--- config.mk ---
export PLATFORM = sky130hd
export DESIGN_NAME = wcf_ctrl
export DESIGN_NICKNAME = d
export VERILOG_FILES = /design/src/sv/wcf_pkg.sv /design/src/sv/wcf_ctrl.sv
export SDC_FILE = /design/constraint.sdc
export NUM_CORES = 1
export LEC_CHECK = 0
export BUFFER_PORTS_ARGS = -buffer_cell sky130_fd_sc_hd__buf_2
export CAP_MARGIN = 20
export CORE_MARGIN = 3
export CORE_UTILIZATION = 49
export DETAILED_ROUTE_END_ITERATION = 12
export GPL_ROUTABILITY_DRIVEN = 0
export GPL_TIMING_DRIVEN = 0
export PLACE_DENSITY = 0.79
export SETUP_SLACK_MARGIN = 0.2
export SLEW_MARGIN = 20
export SYNTH_ARGS = -nofsm -noshare
export SYNTH_HDL_FRONTEND = slang
export SYNTH_SLANG_ARGS = --single-unit
--- constraint.sdc ---
create_clock -name clock -period 2.5 [get_ports clock]
set_input_delay 0.375 -clock clock [delete_from_list [all_inputs] [get_ports clock]]
set_output_delay 0.375 -clock clock [all_outputs]
set_load 0.05 [all_outputs]
--- src/sv/wcf_pkg.sv ---
package wcf_pkg;

   localparam int MaxRadius = 4;
   localparam int MaxWidth  = 1024;
   localparam int TapSlots  = 81;
   localparam int WinDim    = 9;
   localparam int LsRows    = 8;
   localparam int ColW      = 10;
   localparam int LsAddrW   = 13;
   localparam int TapW      = 7;

   // configuration register indexes
   localparam logic [2:0] REG_BYPASS = 3'd0;
   localparam logic [2:0] REG_MODE   = 3'd1;
   localparam logic [2:0] REG_RADIUS = 3'd2;
   localparam logic [2:0] REG_WIDTH  = 3'd3;
   localparam logic [2:0] REG_HEIGHT = 3'd4;
   localparam logic [2:0] REG_SCALE  = 3'd5;

   localparam logic CMD_PIXEL = 1'b0;
   localparam logic CMD_COEFF = 1'b1;

   typedef enum logic [2:0] {
      ST_IDLE,
      ST_FETCH,
      ST_LOAD,
      ST_MAC,
      ST_DRAIN,
      ST_SCALE,
      ST_ROUND,
      ST_OUT
   } state_type;

   // controller to datapath
   typedef struct packed {
      logic       capture;
      logic       fetch;
      logic       load;
      logic       mac_clear;
      logic       mac_step;
      logic       scale;
      logic       round;
      logic       out_load;
      logic [3:0] fetch_d;
      logic [3:0] mac_row;
      logic [3:0] mac_col;
   } cmd_type;

   // datapath to controller
   typedef struct packed {
      logic       is_coeff;
      logic       emit;
      logic       bypass;
      logic [3:0] k;
      logic [3:0] two_r;
   } status_type;

endpackage

--- src/sv/wcf_ctrl.sv ---
module wcf_ctrl (
   input  logic                 clock,
   input  logic                 reset,
   input  logic                 req_fire,
   input  logic                 rsp_busy,
   input  wcf_pkg::status_type  status,
   output logic                 req_ready,
   output wcf_pkg::cmd_type     cmd
);

   wcf_pkg::state_type state_ff, state_in;
   logic [3:0] cnt_a_ff, cnt_a_in;
   logic [3:0] cnt_b_ff, cnt_b_in;

   // next state
   always_comb begin
      state_in = state_ff;
      cnt_a_in = cnt_a_ff;
      cnt_b_in = cnt_b_ff;
      unique case (state_ff)
         wcf_pkg::ST_IDLE: begin
            if (req_fire) begin
               state_in = wcf_pkg::ST_FETCH;
               cnt_a_in = 4'd1;
            end
         end
         // the fetch state outlasts the last read so that its data lands before load
         wcf_pkg::ST_FETCH: begin
            if (status.is_coeff) begin
               state_in = wcf_pkg::ST_IDLE;
            end else if (cnt_a_ff > status.two_r) begin
               state_in = wcf_pkg::ST_LOAD;
            end else begin
               cnt_a_in = cnt_a_ff + 4'd1;
            end
         end
         wcf_pkg::ST_LOAD: begin
            cnt_a_in = '0;
            cnt_b_in = '0;
            if (!status.emit) state_in = wcf_pkg::ST_IDLE;
            else if (status.bypass) state_in = wcf_pkg::ST_OUT;
            else state_in = wcf_pkg::ST_MAC;
         end
         wcf_pkg::ST_MAC: begin
            if (cnt_b_ff == status.k - 4'd1) begin
               cnt_b_in = '0;
               if (cnt_a_ff == status.k - 4'd1) state_in = wcf_pkg::ST_DRAIN;
               else cnt_a_in = cnt_a_ff + 4'd1;
            end else begin
               cnt_b_in = cnt_b_ff + 4'd1;
            end
         end
         wcf_pkg::ST_DRAIN: state_in = wcf_pkg::ST_SCALE;
         wcf_pkg::ST_SCALE: state_in = wcf_pkg::ST_ROUND;
         wcf_pkg::ST_ROUND: state_in = wcf_pkg::ST_OUT;
         wcf_pkg::ST_OUT: begin
            if (!rsp_busy) state_in = wcf_pkg::ST_IDLE;
         end
         default: state_in = wcf_pkg::ST_IDLE;
      endcase
   end

   // outputs
   always_comb begin
      cmd = '0;
      req_ready = 1'b0;
      cmd.fetch_d = cnt_a_ff;
      cmd.mac_row = cnt_a_ff;
      cmd.mac_col = cnt_b_ff;
      unique case (state_ff)
         wcf_pkg::ST_IDLE: begin
            req_ready = 1'b1;
            cmd.capture = req_fire;
         end
         wcf_pkg::ST_FETCH: cmd.fetch = (cnt_a_ff <= status.two_r);
         wcf_pkg::ST_LOAD: begin
            cmd.load = 1'b1;
            cmd.mac_clear = 1'b1;
         end
         wcf_pkg::ST_MAC: cmd.mac_step = 1'b1;
         wcf_pkg::ST_DRAIN: ;
         wcf_pkg::ST_SCALE: cmd.scale = 1'b1;
         wcf_pkg::ST_ROUND: cmd.round = 1'b1;
         wcf_pkg::ST_OUT: cmd.out_load = !rsp_busy;
         default: ;
      endcase
   end

   always_ff @(posedge clock) begin
      if (reset) begin
         state_ff <= wcf_pkg::ST_IDLE;
         cnt_a_ff <= '0;
         cnt_b_ff <= '0;
      end else begin
         state_ff <= state_in;
         cnt_a_ff <= cnt_a_in;
         cnt_b_ff <= cnt_b_in;
      end
   end

`ifndef NO_ASSERTIONS
   a_ready_idle: assert property (@(posedge clock) disable iff (reset)
      req_ready |-> state_ff == wcf_pkg::ST_IDLE) else $error("ready outside idle");
   a_fetch_after_accept: assert property (@(posedge clock) disable iff (reset)
      req_fire |=> state_ff == wcf_pkg::ST_FETCH) else $error("accept not followed by fetch");
   a_mac_bounds: assert property (@(posedge clock) disable iff (reset)
      cmd.mac_step |-> cnt_a_ff < status.k && cnt_b_ff < status.k)
      else $error("tap counter out of window");
`endif

endmodule

Word-level counts from Yosys, hierarchy flattened. Index checks and enable logic that the tools add are counted.

Reductions and logical operators: 6. Equality and inequality tests: 17. Order comparisons: 2. Muxes and demuxes: 25. Add/subtract/negate cells: 3.

Operator list (number): two-way mux 3 bit (8); two-way mux 4 bit (6); case mux 3 bit (8 select lines) (1); case mux 4 bit (4 select lines) (1); != test 2 bit, second input constant (7); == test 3 bit, second input constant (4); adder 4 x 1 -> 4 bit, second input constant (2); == test 4 bit (2); case mux 4 bit (2 select lines) (1); two-way mux 1 bit (7); == test 3 x 2 -> 1 bit, second input constant (2); AND reduction 6 bit (1); AND reduction 5 bit (1); > comparator 4 bit (1); <= comparator 4 bit (1); nonzero test 4 bit (1); subtractor 4 x 1 -> 4 bit, second input constant (1); == test 3 x 1 -> 1 bit, second input constant (1); logical NOT 3 bit (1); != test 3 bit, second input constant (1); two-way mux 2 bit (1); nonzero test 2 bit (1); logical NOT 1 bit (1).

Flip-flop bits (word level): 11. Input port bits: 15. Output and inout bits: 21. Word-level logic and storage cells: 56.

Depth between registers and ports, before layout. Gate-level depths: netlist of the first run.

Depth after elaboration: 5. Gate-level depth with buffers: 8. Depth with buffers taken out: 8.

Worst setup path before layout of the first run. Ideal clock, no wire load.

Path kind: register to output. From: register state_ff[2]. To: output cmd[19] in the netlist's numbering. Data required time: 2.125 ns. Stages on the path, launching flop included: 4. Buffers on the path: 1. Arrival time: 2.237 ns. Path slack: -0.112 ns. Cells stage by stage: dfxtp_1 -> clkbuf_1 -> nor3_1 -> and2_1.

RTL lines: start: declaration (RTL line wcf_ctrl.sv:11) `wcf_pkg::state_type state_ff, state_in;`; start signal: assignment (RTL line wcf_ctrl.sv:91) `state_ff <= wcf_pkg::ST_IDLE;`; start signal: assignment (RTL line wcf_ctrl.sv:95) `state_ff <= state_in;`; end: declaration (RTL line wcf_ctrl.sv:8) `output wcf_pkg::cmd_type cmd`.

==> results of run 1 <==
## repair_timing
| action | CTS | global route |
|---|---|---|
| endpoints found under the setup margin | 0 | 4 |
| gates resized for setup | 0 | 2 |
| setup buffers | 0 | 0 |
## path summary, 6_finish.rpt
| check | start | to | slack (ns) | cells after the start |
|---|---|---|---|---|
| worst max-delay path | cnt_a_ff[3] | cmd[18] | 0.30 | 5 |
| worst min register to register | cnt_a_ff[3] | cnt_a_ff[3] | 0.58 | 2 |
| worst min-delay path | status[9] | state_ff[0] | 0.48 | 3 |
| worst max register to register | cnt_a_ff[3] | state_ff[0] | 0.42 | 6 |
## power by group through the flow
stage               combinational, mW  clock, mW  sequential [mW]
detailed placement              0.793          0            0.245
global placement                0.777          0            0.244
global route                    0.859      0.133            0.248
finish                          0.796      0.121            0.244
CTS                             0.796      0.124            0.241
floorplan                       0.598          0            0.280
## kinds of logic after synthesis
kind of cell	after synthesis
muxes	1
AOI/OAI and AO/OA	26
and+or+nand+nor	46
DFF	11
xor gates and xnor gates	12
adders and majority gates	7
buffers and inverters	19
## flip-flops by register name (all words and copies together), names as in the netlist
register	flops
cnt_a_ff	4
cnt_b_ff	4
state_ff	3
## layer usage
| layer | track usage [%] | vias up | share of wire, % |
|---|---|---|---|
| met1 | 25.2 | 462 | 49 |
| met5 | 0 | - | 0 |
| met4 | 5.24 | 0 | 1.1 |
| met3 | 2.62 | 4 | 5.9 |
| met2 | 33.0 | 33 | 44 |
| li1 | - | 511 | - |
## cell usage after synthesis, types with 2 or more instances
cell      count
nand3b_1      2
inv_1         9
and3_1        3
nor4_1        2
nor2b_1       2
dfxtp_1      11
nand2b_1      3
nand2_1       8
xnor2_1       7
a21o_1        2
nor2_1       11
nand4b_1      2
a31oi_1       4
clkbuf_1      4
nor3_1        2
buf_4         5
a21oi_1       5
ha_1          7
a22oi_1       2
nand3_1       3
xor2_1        4
## cell usage in the layout, fill, tap and decap left out, types with 2 or more instances in the layout
cell type | synthesis | final
xor2_1 | 4 | 4
nand3_1 | 3 | 3
nand4b_1 | 2 | 2
a21oi_1 | 5 | 5
buf_2 | 1 | 36
xnor2_1 | 7 | 7
a21o_1 | 2 | 2
clkbuf_4 | 0 | 3
inv_1 | 9 | 9
nor4_1 | 2 | 2
nand2b_1 | 3 | 3
a22oi_1 | 2 | 2
and3_1 | 3 | 3
a31oi_1 | 4 | 4
clkbuf_1 | 4 | 5
nand2_1 | 8 | 8
nor2b_1 | 2 | 2
dfxtp_1 | 11 | 9
ha_1 | 7 | 7
nor2_1 | 11 | 10
nor3_2 | 1 | 2
nand3b_1 | 2 | 2
dfxtp_2 | 0 | 2
buf_4 | 5 | 5
## area by class of cell
type	count	area share, %
Multi-Input combinational cell	92	56.1
Sequential cell	11	17.9
Timing Repair Buffer	35	14.1
Buffer	10	4.62
Inverter	9	2.71
Tap cell	25	2.51
Clock buffer	4	2.11
## per-stage QoR
stage | hold WS (ns) | cells
detailed placement | 0.577 | 182
CTS | 0.470 | 186
global placement | 0.543 | 182
finish | 0.477 | 186
floorplan | 0.584 | 122
global route | 0.484 | 186
## tightest hold or removal path: stages
cell and delay [ns]:
buf_2 0.12, o21bai_1 0.13, a211oi_1 0.07
==> flow_metrics.py, run 1 <==
metrics = {
    "floorplan": {
        "dieArea_um2": 2620,
        "core_um2": 1820,
        "die_h_um": 51.2,
        "die_w_um": 51.2,
        "rows": 15,
        "boundaryPins": 36,
        "initial_core_util_pct": 55.1,
    },
    "routing": {
        "drcViolationCount": 0,
        "drt-initial-drc-count": 20,
        "ant_nets": 0,
        "dr.pass1.iters": 4,
        "drt-total-wl_um": 2410,
        "vias": 1010,
        "drt-vias-per-instance": 5.43,
        "wl_per_cell_um": 12.9,
    },
    "clock_tree": {
        "cts_sinks": 11,
        "cts_tree": "done",
        "path_clk_slew_ns": 0.07,
        "cts_buffer_depth": 2,
        "holdBufCountCts": 0,
        "cts_max_level": 1,
        "clk_latency_ns": 0.27,
        "root_buffer": "clkbuf_4",
        "cts_buffers": 3,
    },
    "grt": {
        "grt_antenna_before_repair": 0,
        "grt_pass1_vias": 907,
        "grt_usage_pct": 19.3,
        "grt_overflow_total": 0,
        "grt_max_degree": 11,
        "grt_pass1_wl_um": 3940,
    },
    "setup_path": {
        "slowest_delay_ns": 0.46,
        "required_ns": 2.12,
        "cp_max_fo": 7,
        "crit_path_start_kind": "register",
        "worst_path_max_delay_cell": "dfxtp_1",
        "worst-path-buf-inv": 1,
        "path_cells": "ha_1 > and4_1 > a21oi_1 > nor2_2 > buf_2",
        "path_delay_family": "flip-flops",
        "end_kind": "output port",
        "crit_arrival_ns": 1.83,
        "path_class": "reg2out",
    },
    "power": {
        "leakage_nw": 0.603,
        "power.share.sequential_pct": 21.0,
        "power.total_mw": 1.16,
        "power_density_nw_per_um2": 932,
        "power_frac_clock_pct": 10.4,
        "max-vdd-ir-drop_mv": 0.946,
        "p_switching_mw": 0.636,
        "p_comb_share_pct": 68.6,
        "p_int_mw": 0.525,
        "swShare_pct": 54.8,
    },
    "synthesis": {
        "synth.avg_cell_area_um2": 8.21,
        "synthFlopType": "dfxtp_1",
        "synthArstFlopShare_pct": 0,
        "synth-edff-count": 0,
        "synth-xor-area-share_pct": 11.2,
        "syn_nets": 144,
        "synth_warnings": 0,
        "yosys.area_share.simple_pct": 26.6,
        "synth_seq_area_share_pct": 22.0,
        "synth.top_cell.area_share_pct": 22.0,
        "syn_area_um2": 1000,
        "ys_ff_latch": 11,
        "synth_area_leader_cell": "dfxtp_1",
        "syn_inst": 122,
        "synthDistinctLibCells": 45,
        "synthMuxAreaShare_pct": 0.999,
        "synthTopCellsByArea": "dfxtp_1 (22%), ha_1 (8.7%), xnor2_1 (6.1%), nor2_1 (4.1%), buf_4 (3.7%)",
        "synth_top_family_by_area": "simple AND/OR/NAND/NOR gates",
        "synth-compound-area-share_pct": 21.3,
        "yosys.area_share.adder_pct": 8.74,
    },
    "timing": {
        "period_needed_ns": 2.20,
        "slew_violations": 0,
        "rsz0062_at_grt": "no",
        "fin_skew_ns": 0.00687,
        "fmax_mhz": 454,
        "fin_crit_sh_pct": 88.2,
        "slew_headroom_pct": 53.5,
        "max_slew.worst_pin.slew_ns": 0.690,
        "finalSetupTns_ns": 0,
        "finalHoldViolCount": 0,
        "setup_viol": 0,
        "worst_slack_ns": 0.295,
    },
    "outcome": {
        "status": "complete, no violations",
    },
    "place": {
        "hpwl_um": 1870,
        "post-place-ws_ns": 0.193,
        "io_buffers": 35,
        "place_area_um2": 1220,
    },
    "finish": {
        "diodes": 0,
        "finalCoreUtilization_pct": 68.4,
        "area_growth_pct": 24.2,
        "nets": 184,
        "multi_input_area_um2": 698,
        "fillCellCount": 180,
        "design_area_um2": 1240,
        "ff_latch_area_um2": 223,
        "drive_above_1_share_pct": 36.6,
    },
    "job": {
        "max_cap_viol_count": 0,
    },
    "min_path": {
        "hp-class": "in2reg",
    },
}
(Power assumes the default switching activity.)
==> run 2, diff against run 1 <==
--- a/config.mk
+++ b/config.mk
@@ -13,7 +13,9 @@
 export GPL_ROUTABILITY_DRIVEN = 0
 export GPL_TIMING_DRIVEN = 0
 export PLACE_DENSITY = 0.79
+export RECOVER_POWER = 25
 export SETUP_SLACK_MARGIN = 0.2
+export SKIP_CTS_REPAIR_TIMING = 1
 export SLEW_MARGIN = 20
 export SYNTH_ARGS = -nofsm -noshare
 export SYNTH_HDL_FRONTEND = slang
==> run 2 against run 1 <==
Global-route usage is the same. Sequential share of layout area is 0.15 points higher. Register-to-register slack is essentially flat. Die area stayed put. Sequential power hardly changed. Critical path depth did not move. First-iteration DRC count did not move. Cell area decreased by 0.80%.
==> flow_metrics.py, run 2 (synthesis results as in run 1) <==
metrics = {
    "outcome": {
        "status": "complete, no violations",
    },
    "setup_path": {
        "path_class": "reg2out",
        "crit_arrival_ns": 1.84,
        "crit_path_start_kind": "register",
        "cp_max_fo": 7,
        "rr_startpoint": "cnt_a_ff[3]",
        "required_ns": 2.12,
        "r2r-end": "state_ff[0]",
        "ff2ff_path_depth": 6,
        "end_kind": "output port",
        "rrSetupSlack_ns": 0.42,
        "critPathLaunch": "cnt_a_ff[3]",
    },
    "grt": {
        "grt_antenna_before_repair": 0,
        "grt_pass1_wl_um": 3940,
        "grt_overflow_total": 0,
        "grt_max_degree": 11,
        "grt_usage_pct": 19.3,
        "grt_pass1_vias": 907,
    },
    "routing": {
        "top_layer": "met4",
        "wl_met3_um": 162,
        "drt-initial-drc-count": 20,
        "drt-vias-per-instance": 5.45,
        "drcViolationCount": 0,
        "dr.pass1.iters": 4,
        "drt-met1-wl_um": 1160,
        "wl_per_cell_um": 13.0,
        "ant_nets": 0,
        "vias": 1013,
        "drt-total-wl_um": 2410,
        "met2RoutedLength_um": 1060,
    },
    "job": {
        "max_cap_viol_count": 0,
    },
    "clock_tree": {
        "path_clk_slew_ns": 0.07,
        "cts_buffer_depth": 2,
        "cts_max_level": 1,
        "cts_tree": "done",
        "cts_sinks": 11,
        "clk_latency_ns": 0.27,
        "root_buffer": "clkbuf_4",
        "cts_buffers": 3,
    },
    "place": {
        "io_buffers": 35,
        "hpwl_um": 1870,
    },
    "timing": {
        "fin_crit_sh_pct": 88.5,
        "finalHoldViolCount": 0,
        "setup_viol": 0,
        "finalSetupTns_ns": 0,
        "fmax_mhz": 452,
        "rsz0062_at_grt": "no",
        "slew_violations": 0,
        "period_needed_ns": 2.21,
        "slew_headroom_pct": 53.8,
        "max_slew.worst_pin.slew_ns": 0.687,
        "fin_skew_ns": 0.00741,
        "whs_ns": 0.477,
    },
    "power": {
        "max-vdd-ir-drop_mv": 0.946,
        "leakage_nw": 0.568,
        "power_density_nw_per_um2": 936,
        "power.total_mw": 1.16,
    },
    "floorplan": {
        "boundaryPins": 36,
        "core_um2": 1820,
        "die_h_um": 51.2,
        "dieArea_um2": 2620,
        "die_w_um": 51.2,
        "initial_core_util_pct": 55.1,
        "rows": 15,
    },
    "finish": {
        "nets": 184,
        "drive_above_1_share_pct": 31.7,
        "layout_common_cells": "buf_2 (28), clkbuf_1 (13), nor2_1 (10)",
        "final_common_cell": "buf_2",
        "largest_registers": "cnt_a_ff x4, cnt_b_ff x4, state_ff x3",
        "area_growth_pct": 23.2,
        "diodes": 0,
    },
    "min_path": {
        "whs_endpoint": "state_ff[0]",
        "hp-class": "in2reg",
        "hold_path_startpoint": "status[9]",
        "hold_path_depth": 3,
    },
}
-- run 2: report_power, final --
part,internal (mW),switching (mW),total (mW)
logic,0.251,0.540,0.791
clock network,0.0617,0.0598,0.121
registers,0.208,0.0360,0.244
total,0.521,0.636,1.16
-- run 2: worst max path at each step --
stage | slack, ns | depth (start not counted) | to
2_1_floorplan | 0.23 | 5 | cmd[18]
3_3_place_gp | 0.22 | 9 | cnt_a_ff[0]
3_5_place_dp | 0.19 | 9 | cnt_a_ff[0]
4_1_cts | 0.20 | 6 | cmd[18]
5_1_grt | 0.21 | 5 | cmd[18]
6_report | 0.29 | 5 | cmd[18]
-- run 2: area by class of cell --
| cell class | count | area [um^2] |
|---|---|---|
| clock buffer | 4 | 26.3 |
| tap | 25 | 31.3 |
| buffer | 10 | 57.6 |
| inverter | 9 | 33.8 |
| timing repair buffer | 35 | 165 |
| fill | 184 | 586 |
| sequential | 11 | 223 |
| multi-input combinational | 92 | 698 |
-- run 2: through the flow --
step	util (%)	setup WS, ns	instances	area, um^2
4_1_cts	68.2	0.204	186	1240
3_3_place_gp	66.8	0.222	182	1220
5_1_grt	67.8	0.214	186	1230
3_5_place_dp	66.8	0.193	182	1220
2_1_floorplan	-	0.228	122	1010
6_report	67.8	0.289	186	1230
-- run 2: per-layer routing --
layer,GRT usage (%),up-vias
met5,0,-
met4,5.24,0
li1,-,512
met2,33.0,34
met3,2.62,4
met1,25.2,463
-- run 2: worst max-delay path: stages (launching register included) --
cell and delay, ns:
dfxtp_1 0.47, ha_1 0.31, and4_1 0.21, a21oi_1 0.32
nor2_2 0.05, buf_2 0.22
==> run 3, diff against run 2 <==
--- a/config.mk
+++ b/config.mk
@@ -8,13 +8,13 @@
 export BUFFER_PORTS_ARGS = -buffer_cell sky130_fd_sc_hd__buf_2
 export CAP_MARGIN = 20
 export CORE_MARGIN = 3
-export CORE_UTILIZATION = 49
+export CORE_UTILIZATION = 53
 export DETAILED_ROUTE_END_ITERATION = 12
 export GPL_ROUTABILITY_DRIVEN = 0
 export GPL_TIMING_DRIVEN = 0
-export PLACE_DENSITY = 0.79
+export PLACE_DENSITY = 0.85
 export RECOVER_POWER = 25
-export SETUP_SLACK_MARGIN = 0.2
+export SETUP_SLACK_MARGIN = 0.02
 export SKIP_CTS_REPAIR_TIMING = 1
 export SLEW_MARGIN = 20
 export SYNTH_ARGS = -nofsm -noshare
==> constraint.sdc (replaced) <==
create_clock -name clock -period 2.66 [get_ports clock]
set_input_delay 0.133 -clock clock [delete_from_list [all_inputs] [get_ports clock]]
set_output_delay 0.133 -clock clock [all_outputs]
set_load 0.05 [all_outputs]
==> run 3 against run 2 <==
Register-to-register slack improved by 0.12 ns. Cell area fell by 0.81%. First-iteration DRC count is 35% higher. Sequential power down 7%. Sequential share of layout area down 0.057 points. Clock-buffer cell count unchanged. Cell count unchanged. Largest cell class unchanged. Utilization rose by 1.6 points. Die area fell by 6.7%. Routed wire length rose by 2.9%. Clock power decreased by 3%.
==> flow_metrics.py, run 3 (synthesis results as in run 1) <==
metrics = {
    "setup_path": {
        "crit_path_start_kind": "register",
        "end_kind": "register",
        "crit_arrival_ns": 2.24,
        "path_class": "reg2reg",
        "required_ns": 2.78,
        "cp_max_fo": 9,
    },
    "power": {
        "power_density_nw_per_um2": 883,
        "p_comb_share_pct": 68.3,
        "power.total_mw": 1.08,
        "power.share.sequential_pct": 21.0,
        "max-vdd-ir-drop_mv": 0.947,
        "swShare_pct": 55.4,
        "p_switching_mw": 0.599,
        "leakage_nw": 0.566,
        "power_frac_clock_pct": 10.8,
        "p_int_mw": 0.483,
    },
    "finish": {
        "layout_common_cells": "buf_2 (28), clkbuf_1 (13), nor2_1 (11), dfxtp_1 (11), inv_1 (9)",
        "nets": 184,
        "diodes": 0,
        "area_growth_pct": 22.2,
        "finalCoreUtilization_pct": 69.4,
        "instances_no_fill": 186,
        "final_common_cell": "buf_2",
        "drive_above_1_share_pct": 29.2,
        "fillCellCount": 173,
        "largest_registers": "cnt_a_ff x4, cnt_b_ff x4, state_ff x3",
    },
    "clock_tree": {
        "path_clk_slew_ns": 0.07,
        "root_buffer": "clkbuf_4",
        "cts_tree": "done",
        "cts_buffers": 3,
        "cts_max_level": 1,
        "clk_latency_ns": 0.27,
        "cts_sinks": 11,
        "cts_buffer_depth": 2,
    },
    "routing": {
        "drcViolationCount": 0,
        "dr.pass1.iters": 4,
        "drt-vias-per-instance": 5.53,
        "drt-total-wl_um": 2480,
        "vias": 1028,
        "wl_per_cell_um": 13.3,
        "drt-initial-drc-count": 27,
        "ant_nets": 0,
    },
    "timing": {
        "rsz0062_at_grt": "no",
        "slew_violations": 0,
        "slew_headroom_pct": 49.9,
        "fin_crit_sh_pct": 79.7,
        "finalSetupTns_ns": 0,
        "worst_slack_ns": 0.540,
        "max_slew.worst_pin.slew_ns": 0.744,
        "finalHoldViolCount": 0,
        "setup_viol": 0,
        "period_needed_ns": 2.12,
        "fin_skew_ns": 0.000699,
        "fmax_mhz": 472,
    },
    "place": {
        "dp_cells": 182,
        "post-place-ws_ns": 0.554,
        "io_buffers": 35,
        "hpwl_um": 1930,
    },
    "floorplan": {
        "die_w_um": 49.5,
        "boundaryPins": 36,
        "dieArea_um2": 2450,
        "die_h_um": 49.5,
        "initial_core_util_pct": 56.8,
        "core_um2": 1760,
        "rows": 15,
    },
    "grt": {
        "grt_overflow_total": 0,
        "grt_pass1_vias": 999,
        "grt_antenna_before_repair": 0,
        "grt_max_degree": 11,
        "grt_pass1_wl_um": 4230,
        "grt_usage_pct": 21.2,
    },
    "min_path": {
        "hp-class": "in2reg",
    },
    "job": {
        "max_cap_viol_count": 0,
    },
    "outcome": {
        "status": "complete, no violations",
    },
}
run 3: cell counts in the layout (fill, tap and decap cells not counted):
Identical to the previous run, type by type.
run 3: critical path, stage by stage, from the launching register on:
cell      delay, ns
dfxtp_1        0.53
inv_1          0.08
ha_1           0.27
and4_1         0.19
a21oi_1        0.28
o32ai_1        0.17
nor4_2         0.32
a211oi_1       0.13
run 3: worst paths after layout:
| kind | endpoint | slack (ns) | cells past startpoint | from |
|---|---|---|---|---|
| worst max-delay path | state_ff[0] | 0.54 | 7 | cnt_a_ff[0] |
| worst min-delay path | state_ff[0] | 0.24 | 3 | status[9] |
| worst max register to register | state_ff[0] | 0.54 | 7 | cnt_a_ff[0] |
| worst min register to register | cnt_a_ff[3] | 0.58 | 2 | cnt_a_ff[3] |
run 3: power by group through the flow:
| stage | Combinational, mW | Sequential (mW) | Clock [mW] |
|---|---|---|---|
| after floorplan | 0.553 | 0.263 | 0 |
| after global placement | 0.717 | 0.229 | 0 |
| after detailed placement | 0.738 | 0.229 | 0 |
| after CTS | 0.741 | 0.226 | 0.117 |
| after global routing | 0.801 | 0.230 | 0.126 |
| final | 0.739 | 0.227 | 0.117 |
run 3: cell type report:
class	instances	area (um^2)	area share, %
buffer	10	57.6	4.70
sequential	11	220	18.0
timing repair buffer	35	165	13.5
tap	25	31.3	2.55
clock buffer	4	26.3	2.15
multi-input combinational	92	691	56.4
inverter	9	33.8	2.76
run 3: stage by stage:
step	hold WS [ns]	cell area (um^2)
after floorplan	0.363	1000
after global placement	0.497	1210
after detailed placement	0.510	1210
after CTS	0.226	1230
after global routing	0.240	1220
final	0.241	1220
run 3: metal layers:
metal / track usage, % / vias up / wire length, um
met3: 2.11 / 4 / 151
met4: 5.53 / 0 / 19
li1: - / 512 / -
met1: 27.3 / 470 / 1130
met5: 0 / - / 0
met2: 37.5 / 42 / 1180
